[src/rtl/assert_macros.svh]
// assertion macros shared by the parser modules
`ifndef ASSERT_MACROS_SVH
`define ASSERT_MACROS_SVH

// property that must hold at every clock edge outside reset
`define HRLP_ASSERT(lbl, clk, rst_n, prop, msg) \
  lbl: assert property (@(posedge clk) disable iff (!rst_n) prop) else $error(msg);

// antecedent in one cycle implies consequent in the next
`define HRLP_ASSERT_NEXT(lbl, clk, rst_n, ante, cons, msg) \
  lbl: assert property (@(posedge clk) disable iff (!rst_n) (ante) |=> (cons)) else $error(msg);

`endif

[src/rtl/hrlp_pkg.sv]
// types, codes and character constants of the request line parser
package hrlp_pkg;

  // parse phases
  typedef enum logic [2:0] {
    PH_METHOD,
    PH_TARGET,
    PH_PROTO,
    PH_MAJOR,
    PH_DOT,
    PH_MINOR,
    PH_TAIL,
    PH_SKIP
  } phase_t;

  // line status codes
  typedef enum logic [1:0] {
    ST_OK          = 2'd0,
    ST_UNSUPPORTED = 2'd1,
    ST_MALFORMED   = 2'd2
  } status_t;

  localparam logic [7:0] CH_SPACE = 8'h20;
  localparam logic [7:0] CH_DOT   = 8'h2E;
  localparam logic [7:0] CH_ZERO  = 8'h30;
  localparam logic [7:0] CH_NINE  = 8'h39;

  localparam logic [2:0] METHOD_LAST_POS = 3'd3;
  localparam logic [2:0] PROTO_LAST_POS  = 3'd4;

  // one result item
  typedef struct packed {
    logic       is_summary;
    logic [7:0] target_char;
    logic [1:0] parse_status;
    logic [3:0] version_major;
    logic [3:0] version_minor;
    logic [7:0] target_length;
  } result_t;

  // "GET " by position
  function automatic logic [7:0] method_char(input logic [1:0] pos);
    logic [7:0] ch;
    case (pos)
      2'd0:    ch = 8'h47;
      2'd1:    ch = 8'h45;
      2'd2:    ch = 8'h54;
      default: ch = CH_SPACE;
    endcase
    return ch;
  endfunction

  // "HTTP/" by position
  function automatic logic [7:0] proto_char(input logic [2:0] pos);
    logic [7:0] ch;
    case (pos)
      3'd0:    ch = 8'h48;
      3'd1:    ch = 8'h54;
      3'd2:    ch = 8'h54;
      3'd3:    ch = 8'h50;
      3'd4:    ch = 8'h2F;
      default: ch = 8'h00;
    endcase
    return ch;
  endfunction

endpackage

[src/rtl/hrlp_if.sv]
// valid/ready channel interfaces for line bytes and parse results
interface hrlp_in_if;
  logic       valid;
  logic       ready;
  logic [7:0] line_byte;
  logic       end_of_line;

  modport source (output valid, output line_byte, output end_of_line, input ready);
  modport sink   (input valid, input line_byte, input end_of_line, output ready);
endinterface

interface hrlp_out_if;
  logic       valid;
  logic       ready;
  logic       is_summary;
  logic [7:0] target_char;
  logic [1:0] parse_status;
  logic [3:0] version_major;
  logic [3:0] version_minor;
  logic [7:0] target_length;

  modport source (output valid, output is_summary, output target_char,
                  output parse_status, output version_major, output version_minor,
                  output target_length, input ready);
  modport sink   (input valid, input is_summary, input target_char,
                  input parse_status, input version_major, input version_minor,
                  input target_length, output ready);
endinterface

[src/rtl/http_request_line_parser.sv]
// HTTP request line parser: one line byte per request, target bytes and a summary out
// Takes one byte per clock cycle, sustained, as long as results are taken. A byte is
// held in the input register, then the parse step updates the parse state and any
// result goes into a two-entry output queue, so a result passes the input register and
// the queue register before it appears. The parse step sets the rate; the queue keeps
// bytes flowing while a result waits. Target bytes past TARGET_MAX are dropped; the
// summary comes with the byte flagged end_of_line and the parser then starts over on
// the next line.
module http_request_line_parser #(
  parameter int TARGET_MAX = 255
) (
  input  logic   clk,
  input  logic   rst_n,
  hrlp_in_if.sink    in_ch,
  hrlp_out_if.source out_ch
);

  logic              stage_v_r, stage_v_nxt;
  logic [7:0]        stage_byte_r;
  logic              stage_last_r;
  logic              advance;
  logic              in_take;
  logic              room;
  logic              res_valid;
  hrlp_pkg::result_t res;
  hrlp_pkg::result_t q_data;

  assign advance     = stage_v_r && room;
  assign in_ch.ready = !stage_v_r || advance;
  assign in_take     = in_ch.valid && in_ch.ready;

  // input register
  always_comb begin
    stage_v_nxt = stage_v_r;
    if (in_take) begin
      stage_v_nxt = 1'b1;
    end else if (advance) begin
      stage_v_nxt = 1'b0;
    end
  end

  always_ff @(posedge clk) begin
    if (!rst_n) begin
      stage_v_r <= 1'b0;
    end else begin
      stage_v_r <= stage_v_nxt;
    end
  end

  always_ff @(posedge clk) begin
    if (in_take) begin
      stage_byte_r <= in_ch.line_byte;
      stage_last_r <= in_ch.end_of_line;
    end
  end

  // parse step
  hrlp_parse_core #(
    .TARGET_MAX (TARGET_MAX)
  ) u_core (
    .clk         (clk),
    .rst_n       (rst_n),
    .take        (advance),
    .line_byte   (stage_byte_r),
    .end_of_line (stage_last_r),
    .res_valid   (res_valid),
    .res         (res)
  );

  // result queue
  hrlp_out_queue u_queue (
    .clk       (clk),
    .rst_n     (rst_n),
    .push      (res_valid),
    .push_data (res),
    .out_ready (out_ch.ready),
    .out_valid (out_ch.valid),
    .out_data  (q_data),
    .room      (room)
  );

  assign out_ch.is_summary    = q_data.is_summary;
  assign out_ch.target_char   = q_data.target_char;
  assign out_ch.parse_status  = q_data.parse_status;
  assign out_ch.version_major = q_data.version_major;
  assign out_ch.version_minor = q_data.version_minor;
  assign out_ch.target_length = q_data.target_length;

endmodule

[src/rtl/hrlp_parse_core.sv]
// parse state machine: one byte per take, produces at most one result
`include "assert_macros.svh"

module hrlp_parse_core #(
  parameter int TARGET_MAX = 255
) (
  input  logic              clk,
  input  logic              rst_n,
  input  logic              take,
  input  logic [7:0]        line_byte,
  input  logic              end_of_line,
  output logic              res_valid,
  output hrlp_pkg::result_t res
);

  localparam int KW = $clog2(TARGET_MAX + 1);
  localparam int EW = (KW > 8) ? KW : 8;

  hrlp_pkg::phase_t  ph_r, ph_nxt;
  hrlp_pkg::status_t status_r, status_nxt;
  logic [2:0]        pos_r, pos_nxt;
  logic [KW-1:0]     kept_r, kept_nxt, kept_upd;
  logic [3:0]        major_r, major_nxt;
  logic [3:0]        minor_r, minor_nxt;
  logic              emit;
  logic              is_digit;
  logic [EW-1:0]     kept_ext;
  logic [7:0]        len_sat;

  assign is_digit = (line_byte >= hrlp_pkg::CH_ZERO) && (line_byte <= hrlp_pkg::CH_NINE);

  // phase and field update for the byte
  always_comb begin
    ph_nxt     = ph_r;
    status_nxt = status_r;
    pos_nxt    = pos_r;
    kept_upd   = kept_r;
    major_nxt  = major_r;
    minor_nxt  = minor_r;
    emit       = 1'b0;
    case (ph_r)
      hrlp_pkg::PH_METHOD: begin
        if (line_byte == hrlp_pkg::method_char(pos_r[1:0])) begin
          if (pos_r == hrlp_pkg::METHOD_LAST_POS) begin
            ph_nxt  = hrlp_pkg::PH_TARGET;
            pos_nxt = 3'd0;
          end else begin
            pos_nxt = pos_r + 3'd1;
          end
        end else begin
          ph_nxt     = hrlp_pkg::PH_SKIP;
          status_nxt = hrlp_pkg::ST_UNSUPPORTED;
        end
      end
      hrlp_pkg::PH_TARGET: begin
        if (line_byte == hrlp_pkg::CH_SPACE) begin
          ph_nxt  = hrlp_pkg::PH_PROTO;
          pos_nxt = 3'd0;
        end else if (!end_of_line && (kept_r < KW'(TARGET_MAX))) begin
          kept_upd = kept_r + KW'(1);
          emit     = 1'b1;
        end
      end
      hrlp_pkg::PH_PROTO: begin
        if ((pos_r <= hrlp_pkg::PROTO_LAST_POS) &&
            (line_byte == hrlp_pkg::proto_char(pos_r))) begin
          if (pos_r == hrlp_pkg::PROTO_LAST_POS) begin
            ph_nxt  = hrlp_pkg::PH_MAJOR;
            pos_nxt = 3'd0;
          end else begin
            pos_nxt = pos_r + 3'd1;
          end
        end else begin
          ph_nxt     = hrlp_pkg::PH_SKIP;
          status_nxt = hrlp_pkg::ST_MALFORMED;
        end
      end
      hrlp_pkg::PH_MAJOR: begin
        if (is_digit) begin
          major_nxt = line_byte[3:0];
          ph_nxt    = hrlp_pkg::PH_DOT;
        end else begin
          ph_nxt     = hrlp_pkg::PH_SKIP;
          status_nxt = hrlp_pkg::ST_MALFORMED;
        end
      end
      hrlp_pkg::PH_DOT: begin
        if (line_byte == hrlp_pkg::CH_DOT) begin
          ph_nxt = hrlp_pkg::PH_MINOR;
        end else begin
          ph_nxt     = hrlp_pkg::PH_SKIP;
          status_nxt = hrlp_pkg::ST_MALFORMED;
        end
      end
      hrlp_pkg::PH_MINOR: begin
        if (is_digit) begin
          minor_nxt = line_byte[3:0];
          ph_nxt    = hrlp_pkg::PH_TAIL;
        end else begin
          ph_nxt     = hrlp_pkg::PH_SKIP;
          status_nxt = hrlp_pkg::ST_MALFORMED;
        end
      end
      default: begin
      end
    endcase
  end

  // reported length saturates at 255
  assign kept_ext = EW'(kept_upd);
  assign len_sat  = (kept_ext > EW'(255)) ? 8'hFF : kept_ext[7:0];

  // result item
  always_comb begin
    res       = '0;
    res_valid = 1'b0;
    kept_nxt  = kept_upd;
    if (end_of_line) begin
      res_valid      = 1'b1;
      res.is_summary = 1'b1;
      if (ph_nxt == hrlp_pkg::PH_TAIL) begin
        res.parse_status  = hrlp_pkg::ST_OK;
        res.version_major = major_nxt;
        res.version_minor = minor_nxt;
      end else if ((ph_nxt == hrlp_pkg::PH_METHOD) ||
                   (status_nxt == hrlp_pkg::ST_UNSUPPORTED)) begin
        res.parse_status = hrlp_pkg::ST_UNSUPPORTED;
      end else begin
        res.parse_status = hrlp_pkg::ST_MALFORMED;
      end
      res.target_length = len_sat;
      kept_nxt          = '0;
    end else if (emit) begin
      res_valid         = 1'b1;
      res.target_char   = line_byte;
      res.target_length = len_sat;
    end
    res_valid = res_valid && take;
  end

  // state registers, back to the start after every line
  always_ff @(posedge clk) begin
    if (!rst_n) begin
      ph_r     <= hrlp_pkg::PH_METHOD;
      status_r <= hrlp_pkg::ST_OK;
      pos_r    <= 3'd0;
      kept_r   <= '0;
      major_r  <= 4'd0;
      minor_r  <= 4'd0;
    end else if (take) begin
      if (end_of_line) begin
        ph_r     <= hrlp_pkg::PH_METHOD;
        status_r <= hrlp_pkg::ST_OK;
        pos_r    <= 3'd0;
        kept_r   <= '0;
        major_r  <= 4'd0;
        minor_r  <= 4'd0;
      end else begin
        ph_r     <= ph_nxt;
        status_r <= status_nxt;
        pos_r    <= pos_nxt;
        kept_r   <= kept_nxt;
        major_r  <= major_nxt;
        minor_r  <= minor_nxt;
      end
    end
  end

  `HRLP_ASSERT(kept_bound_a, clk, rst_n, kept_r <= KW'(TARGET_MAX), "target count past maximum")
  `HRLP_ASSERT_NEXT(line_restart_a, clk, rst_n, take && end_of_line, (ph_r == hrlp_pkg::PH_METHOD) && (kept_r == '0) && (pos_r == 3'd0), "parser not restarted after line end")

endmodule

[src/rtl/hrlp_out_queue.sv]
// two-entry result queue between the parser and the result channel
`include "assert_macros.svh"

module hrlp_out_queue (
  input  logic              clk,
  input  logic              rst_n,
  input  logic              push,
  input  hrlp_pkg::result_t push_data,
  input  logic              out_ready,
  output logic              out_valid,
  output hrlp_pkg::result_t out_data,
  output logic              room
);

  hrlp_pkg::result_t mem_r [2];
  logic [1:0]        count_r, count_nxt;
  logic              wr_ptr_r, rd_ptr_r;
  logic              pop;

  assign out_valid = (count_r != 2'd0);
  assign out_data  = mem_r[rd_ptr_r];
  assign pop       = out_valid && out_ready;
  assign room      = (count_r != 2'd2) || pop;

  // occupancy
  always_comb begin
    count_nxt = count_r;
    if (push && !pop) begin
      count_nxt = count_r + 2'd1;
    end else if (!push && pop) begin
      count_nxt = count_r - 2'd1;
    end
  end

  // pointers and count
  always_ff @(posedge clk) begin
    if (!rst_n) begin
      count_r  <= 2'd0;
      wr_ptr_r <= 1'b0;
      rd_ptr_r <= 1'b0;
    end else begin
      count_r <= count_nxt;
      if (push) begin
        wr_ptr_r <= !wr_ptr_r;
      end
      if (pop) begin
        rd_ptr_r <= !rd_ptr_r;
      end
    end
  end

  // storage
  always_ff @(posedge clk) begin
    if (push) begin
      mem_r[wr_ptr_r] <= push_data;
    end
  end

  `HRLP_ASSERT(no_overflow_a, clk, rst_n, !push || room, "result pushed into full queue")
  `HRLP_ASSERT_NEXT(fill_step_a, clk, rst_n, push && !pop, count_r == $past(count_r) + 2'd1, "queue count lost a push")

endmodule
[src/flat_wrapper.sv]
// flat-port wrapper written by rule: the top's interface ports become plain ports
module http_request_line_parser_flat 
#(
  parameter int TARGET_MAX = 255
)
  (clk, rst_n, in_ch_valid, in_ch_line_byte, in_ch_end_of_line, in_ch_ready, out_ch_valid, out_ch_is_summary, out_ch_target_char, out_ch_parse_status, out_ch_version_major, out_ch_version_minor, out_ch_target_length, out_ch_ready);
  hrlp_in_if in_ch_i ();
  hrlp_out_if out_ch_i ();
  input  logic clk;
  input  logic rst_n;
  input wire logic [$bits(in_ch_i.valid)-1:0] in_ch_valid;
  input wire logic [$bits(in_ch_i.line_byte)-1:0] in_ch_line_byte;
  input wire logic [$bits(in_ch_i.end_of_line)-1:0] in_ch_end_of_line;
  output wire logic [$bits(in_ch_i.ready)-1:0] in_ch_ready;
  output wire logic [$bits(out_ch_i.valid)-1:0] out_ch_valid;
  output wire logic [$bits(out_ch_i.is_summary)-1:0] out_ch_is_summary;
  output wire logic [$bits(out_ch_i.target_char)-1:0] out_ch_target_char;
  output wire logic [$bits(out_ch_i.parse_status)-1:0] out_ch_parse_status;
  output wire logic [$bits(out_ch_i.version_major)-1:0] out_ch_version_major;
  output wire logic [$bits(out_ch_i.version_minor)-1:0] out_ch_version_minor;
  output wire logic [$bits(out_ch_i.target_length)-1:0] out_ch_target_length;
  input wire logic [$bits(out_ch_i.ready)-1:0] out_ch_ready;
  assign in_ch_i.valid = in_ch_valid;
  assign in_ch_i.line_byte = in_ch_line_byte;
  assign in_ch_i.end_of_line = in_ch_end_of_line;
  assign in_ch_ready = in_ch_i.ready;
  assign out_ch_valid = out_ch_i.valid;
  assign out_ch_is_summary = out_ch_i.is_summary;
  assign out_ch_target_char = out_ch_i.target_char;
  assign out_ch_parse_status = out_ch_i.parse_status;
  assign out_ch_version_major = out_ch_i.version_major;
  assign out_ch_version_minor = out_ch_i.version_minor;
  assign out_ch_target_length = out_ch_i.target_length;
  assign out_ch_i.ready = out_ch_ready;
  http_request_line_parser #(.TARGET_MAX(TARGET_MAX)) u_core (.clk(clk), .rst_n(rst_n), .in_ch(in_ch_i), .out_ch(out_ch_i));
endmodule
[config.mk]
export PLATFORM = sky130hd
export DESIGN_NAME = http_request_line_parser_flat
export DESIGN_NICKNAME = d
export VERILOG_FILES = /design/src/rtl/hrlp_pkg.sv /design/src/rtl/hrlp_if.sv /design/src/rtl/http_request_line_parser.sv /design/src/rtl/hrlp_parse_core.sv /design/src/rtl/hrlp_out_queue.sv /design/src/flat_wrapper.sv
export VERILOG_INCLUDE_DIRS = /design/src /design/src/rtl
export SDC_FILE = /design/constraint.sdc
export NUM_CORES = 1
export LEC_CHECK = 0
export BUFFER_PORTS_ARGS = -buffer_cell sky130_fd_sc_hd__buf_2
export CAP_MARGIN = 20
export CORE_ASPECT_RATIO = 1.1
export CORE_MARGIN = 2
export CORE_UTILIZATION = 64
export CTS_CLUSTER_SIZE = 10
export DETAILED_ROUTE_END_ITERATION = 6
export MAX_ROUTING_LAYER = met4
export PLACE_DENSITY_LB_ADDON = 0.1
export SLEW_MARGIN = 20
export SYNTH_ARGS = -nofsm -noshare
export SYNTH_HDL_FRONTEND = slang
export SYNTH_SLANG_ARGS = --single-unit
[constraint.sdc]
create_clock -name clk -period 6.8 [get_ports clk]
set_input_delay 0.34 -clock clk [delete_from_list [all_inputs] [get_ports clk]]
set_output_delay 0.34 -clock clk [all_outputs]
set_load 0.1 [all_outputs]
==> impl_results.md <==
- XOR/XNOR Fraction of Synth Area: 1.15%
- Startpoint types: register
- Worst Hold Depth: 1
- EDFF count, synth: 63
- Die height: 92.6 µm
- P&R area growth vs syn: 9.46%
- Setup TNS: 0 ns
- Syn_nets: 448
- Final Hold Vio Count: 0
- Total wire length: 9.89 mm
- Most frequent cells in the layout: 63 x edfxtp_1, 42 x nor2_1, 41 x buf_2
- Die width: 84.5 µm
- PwrDens: 317 mW/mm²
- Number of fill cells in the layout: 521
- FF-to-FF path depth: 8
- Total track usage: 27.5%
- I/O pin count: 42
- Fin crit period: 3.39 ns
- Gr ovfl total: 0
- Detailed placer's ending HPWL: 6.85 mm
- Routed len/inst: 18.2 µm
- Drt pass-1 iters: 5
- Cts repair resizes: 0
- Drt drc: 0
- Core ar.: 0.00697 mm²
- Post-synthesis simple-gate area fraction: 15.1%
- Clock sinks: 93
- Worst IR drop on VDD: 0.000268 V
- Adder-cell area share of the yosys netlist: 2.74%
- RSZ-0062 raised after global routing: no
- Vias/cell: 6.33
- Primary FF master, synth: edfxtp_1
- Ant. Diodes: 0
- First-pass GRT wire length: 16.3 mm
- Mean Syn Cell Area: 10.7 µm²
- Cts hold-fix bufs: 0
- Synth unique cells: 61
- Initial antenna violation count: 0
- Reg2Reg Setup Slack: 3.41 ns
- Complex-gate fraction of the synthesized area: 15.2%
- Worst r2r dst: u_core.u_queue.count_r[1]
- Clk Latency, worst-skew pair: 0.36 ns
- Clk buf depth: 2
- Port Buffers: 41
- Placed cell areas: 0.00479 mm²
- Max_cap viols: 0
- Initial DRC Count: 389
- Min-Delay Endpoint: u_core.stage_byte_r[2]
- Syn Inst Count: 425
- Fraction of final layout cells sized beyond drive strength 1: 21.4%
- DIE AREA: 0.00782 mm²
- TritonCTS buffer count: 9
- Row count: 32
- Period utilization: 49.9%
- Reg2Reg Launch Point: u_core.stage_last_r
- Flops & latches, synth: 93
- Max Slew Vio Count: 0
- Initial core utilization: 65.5%
- Max Clock Freq: 295 MHz
- Postcts setup bufs: 0
- Data required time of the critical path: 7.09 ns
- Critical path arrival: 3.68 ns
- Synth warn: 0
- Crit Path Class: register to register
- Main combinational cell family by area after synthesis: compound AO/OA/AOI/OAI gates
- Largest net degree at the start of global routing: 28
- Final GP Congestion: 0.970
- Min-delay src: in_ch_line_byte[2]
- Vias in the first global route: 3,263
- Leakage: 1.76 nW
- Status: finished, final reports clean
- Commonest non-fill, non-tap cell in the layout: edfxtp_1
- Remaining antenna violation count: 0
- Setup violations, final: 0
- Post-route cell area: 0.00499 mm²
- Synthesized area: 0.00456 mm²
- Setup Skew: 0.0122 ns
- Multiplexer area fraction after synthesis: 7.76%
- Final nets: 477
- Slew HR: 33.2%
- Root Buffer: clkbuf_8
- Reg clk slew, reported paths: 0.09 ns
- CTS tree: yes
- Post-synth ARST share: 0%
- Critical Path Fanout Max: 19
- Via count: 3,442
- Slew @ Worst Pin: 1.00 ns
- H-tree Lvls: 3
- Seq/Total Area, Yosys: 54.6%
- CP endpoint kind: register
- HP Class: input pin to register
power by group:
group          switching [W]  internal (W)  leakage, nW
sequential         0.0000481      0.000632        0.839
combinational       0.000411      0.000116        0.823
clock               0.000200      0.000177       0.0998
total               0.000659      0.000924         1.76
flip-flops by register name, indices dropped and copies added (netlist names), named ones only:
register                 cells
u_core.stage_byte_r          8
u_core.stage_last_r          1
u_core.stage_v_r             1
u_core.u_core.kept_r         8
u_core.u_core.major_r        4
u_core.u_core.minor_r        4
u_core.u_core.ph_r           3
u_core.u_core.pos_r          3
u_core.u_core.status_r       2
u_core.u_queue.count_r       2
u_core.u_queue.mem_r        54
u_core.u_queue.rd_ptr_r      1
u_core.u_queue.wr_ptr_r      1
synth_stat cells (all sizes together), types with 2 or more instances:
master	n	area, µm²
and2	9	56.3
xnor2	2	17.5
a22oi	11	82.6
mux2	27	304
o21a	6	45.0
and3	3	18.8
o31ai	4	30.0
nor2b	5	31.3
ha	10	125
clkbuf	20	75.1
o22ai	2	12.5
nor4	3	18.8
o211ai	6	45.0
o21ai	23	119
a21oi	25	125
buf	5	28.8
nand4	2	12.5
a211oi	2	15.0
nor3	6	30.0
xor2	4	35.0
or3	5	31.3
nor2	44	165
o2111ai	2	17.5
edfxtp	63	1890
nand3	11	55.1
a31oi	6	43.8
dfxtp	30	601
nand2b	7	43.8
nor3b	3	22.5
or2	4	25.0
a32o	2	20.0
nand2	35	131
mux2i	5	50.1
inv	13	48.8
metal layers:
layer,vias up,GRT usage (%),wire (µm)
met5,-,-,0
met4,0,9.39,212
met3,17,4.72,626
met2,159,43.4,4870
met1,1645,36.6,4180
li1,1621,-,-
metrics by stage:
step           instances  hold WS (ns)  utilization (%)  setup WS [ns]  power, W
6_report             544         0.150             71.7           3.41   0.00158
5_1_grt              544         0.135             71.7           3.20   0.00164
4_1_cts              544         0.142             71.7           3.45   0.00159
3_5_place_dp         528         0.501             68.8           3.47   0.00122
3_3_place_gp         528         0.445             68.8           3.63   0.00121
2_1_floorplan        425         0.432                -           3.88   0.00114
how the worst max path moves through the flow:
stage               cells after the start                         end  slack [ns]                    start
detailed placement                      8   u_core.u_queue.count_r[1]        3.47      u_core.stage_last_r
global route                            9   u_core.u_queue.count_r[1]        3.20      u_core.stage_last_r
floorplan                               6  u_core.u_queue.mem_r[0][0]        3.88  u_core.u_core.kept_r[0]
global placement                        8   u_core.u_queue.count_r[1]        3.63      u_core.stage_last_r
CTS                                     8   u_core.u_queue.count_r[1]        3.45      u_core.stage_last_r
finish                                  8   u_core.u_queue.count_r[1]        3.41      u_core.stage_last_r
area by class of cell:
cell class | count | area (µm²) | share of cell area [%]
Timing Repair Buffer | 43 | 220 | 4.41
Multi-Input combinational cell | 293 | 1920 | 38.4
Sequential cell | 93 | 2490 | 49.9
Inverter | 14 | 52.6 | 1.05
Tap cell | 85 | 106 | 2.13
Clock buffer | 10 | 128 | 2.56
Clock inverter | 6 | 75.1 | 1.50
cell families (layout without fill, tap and decap cells):
logic type | count (synthesis) | after routing
simple gates | 142 | 142
compound gates | 103 | 103
flops | 93 | 93
buf+inv | 39 | 73
mux | 32 | 32
fa+ha+maj | 10 | 10
xor+xnor | 6 | 6
worst max-delay path: stages (launching register included):
cell	delay, ns
edfxtp_1	0.78
clkinv_1	0.65
o311ai_2	0.30
a31oi_2	0.23
o21ai_2	0.40
inv_1	0.12
ha_1	0.35
or3_1	0.36
a21oi_1	0.15
No activity file was read; power rests on OpenSTA's default activity.
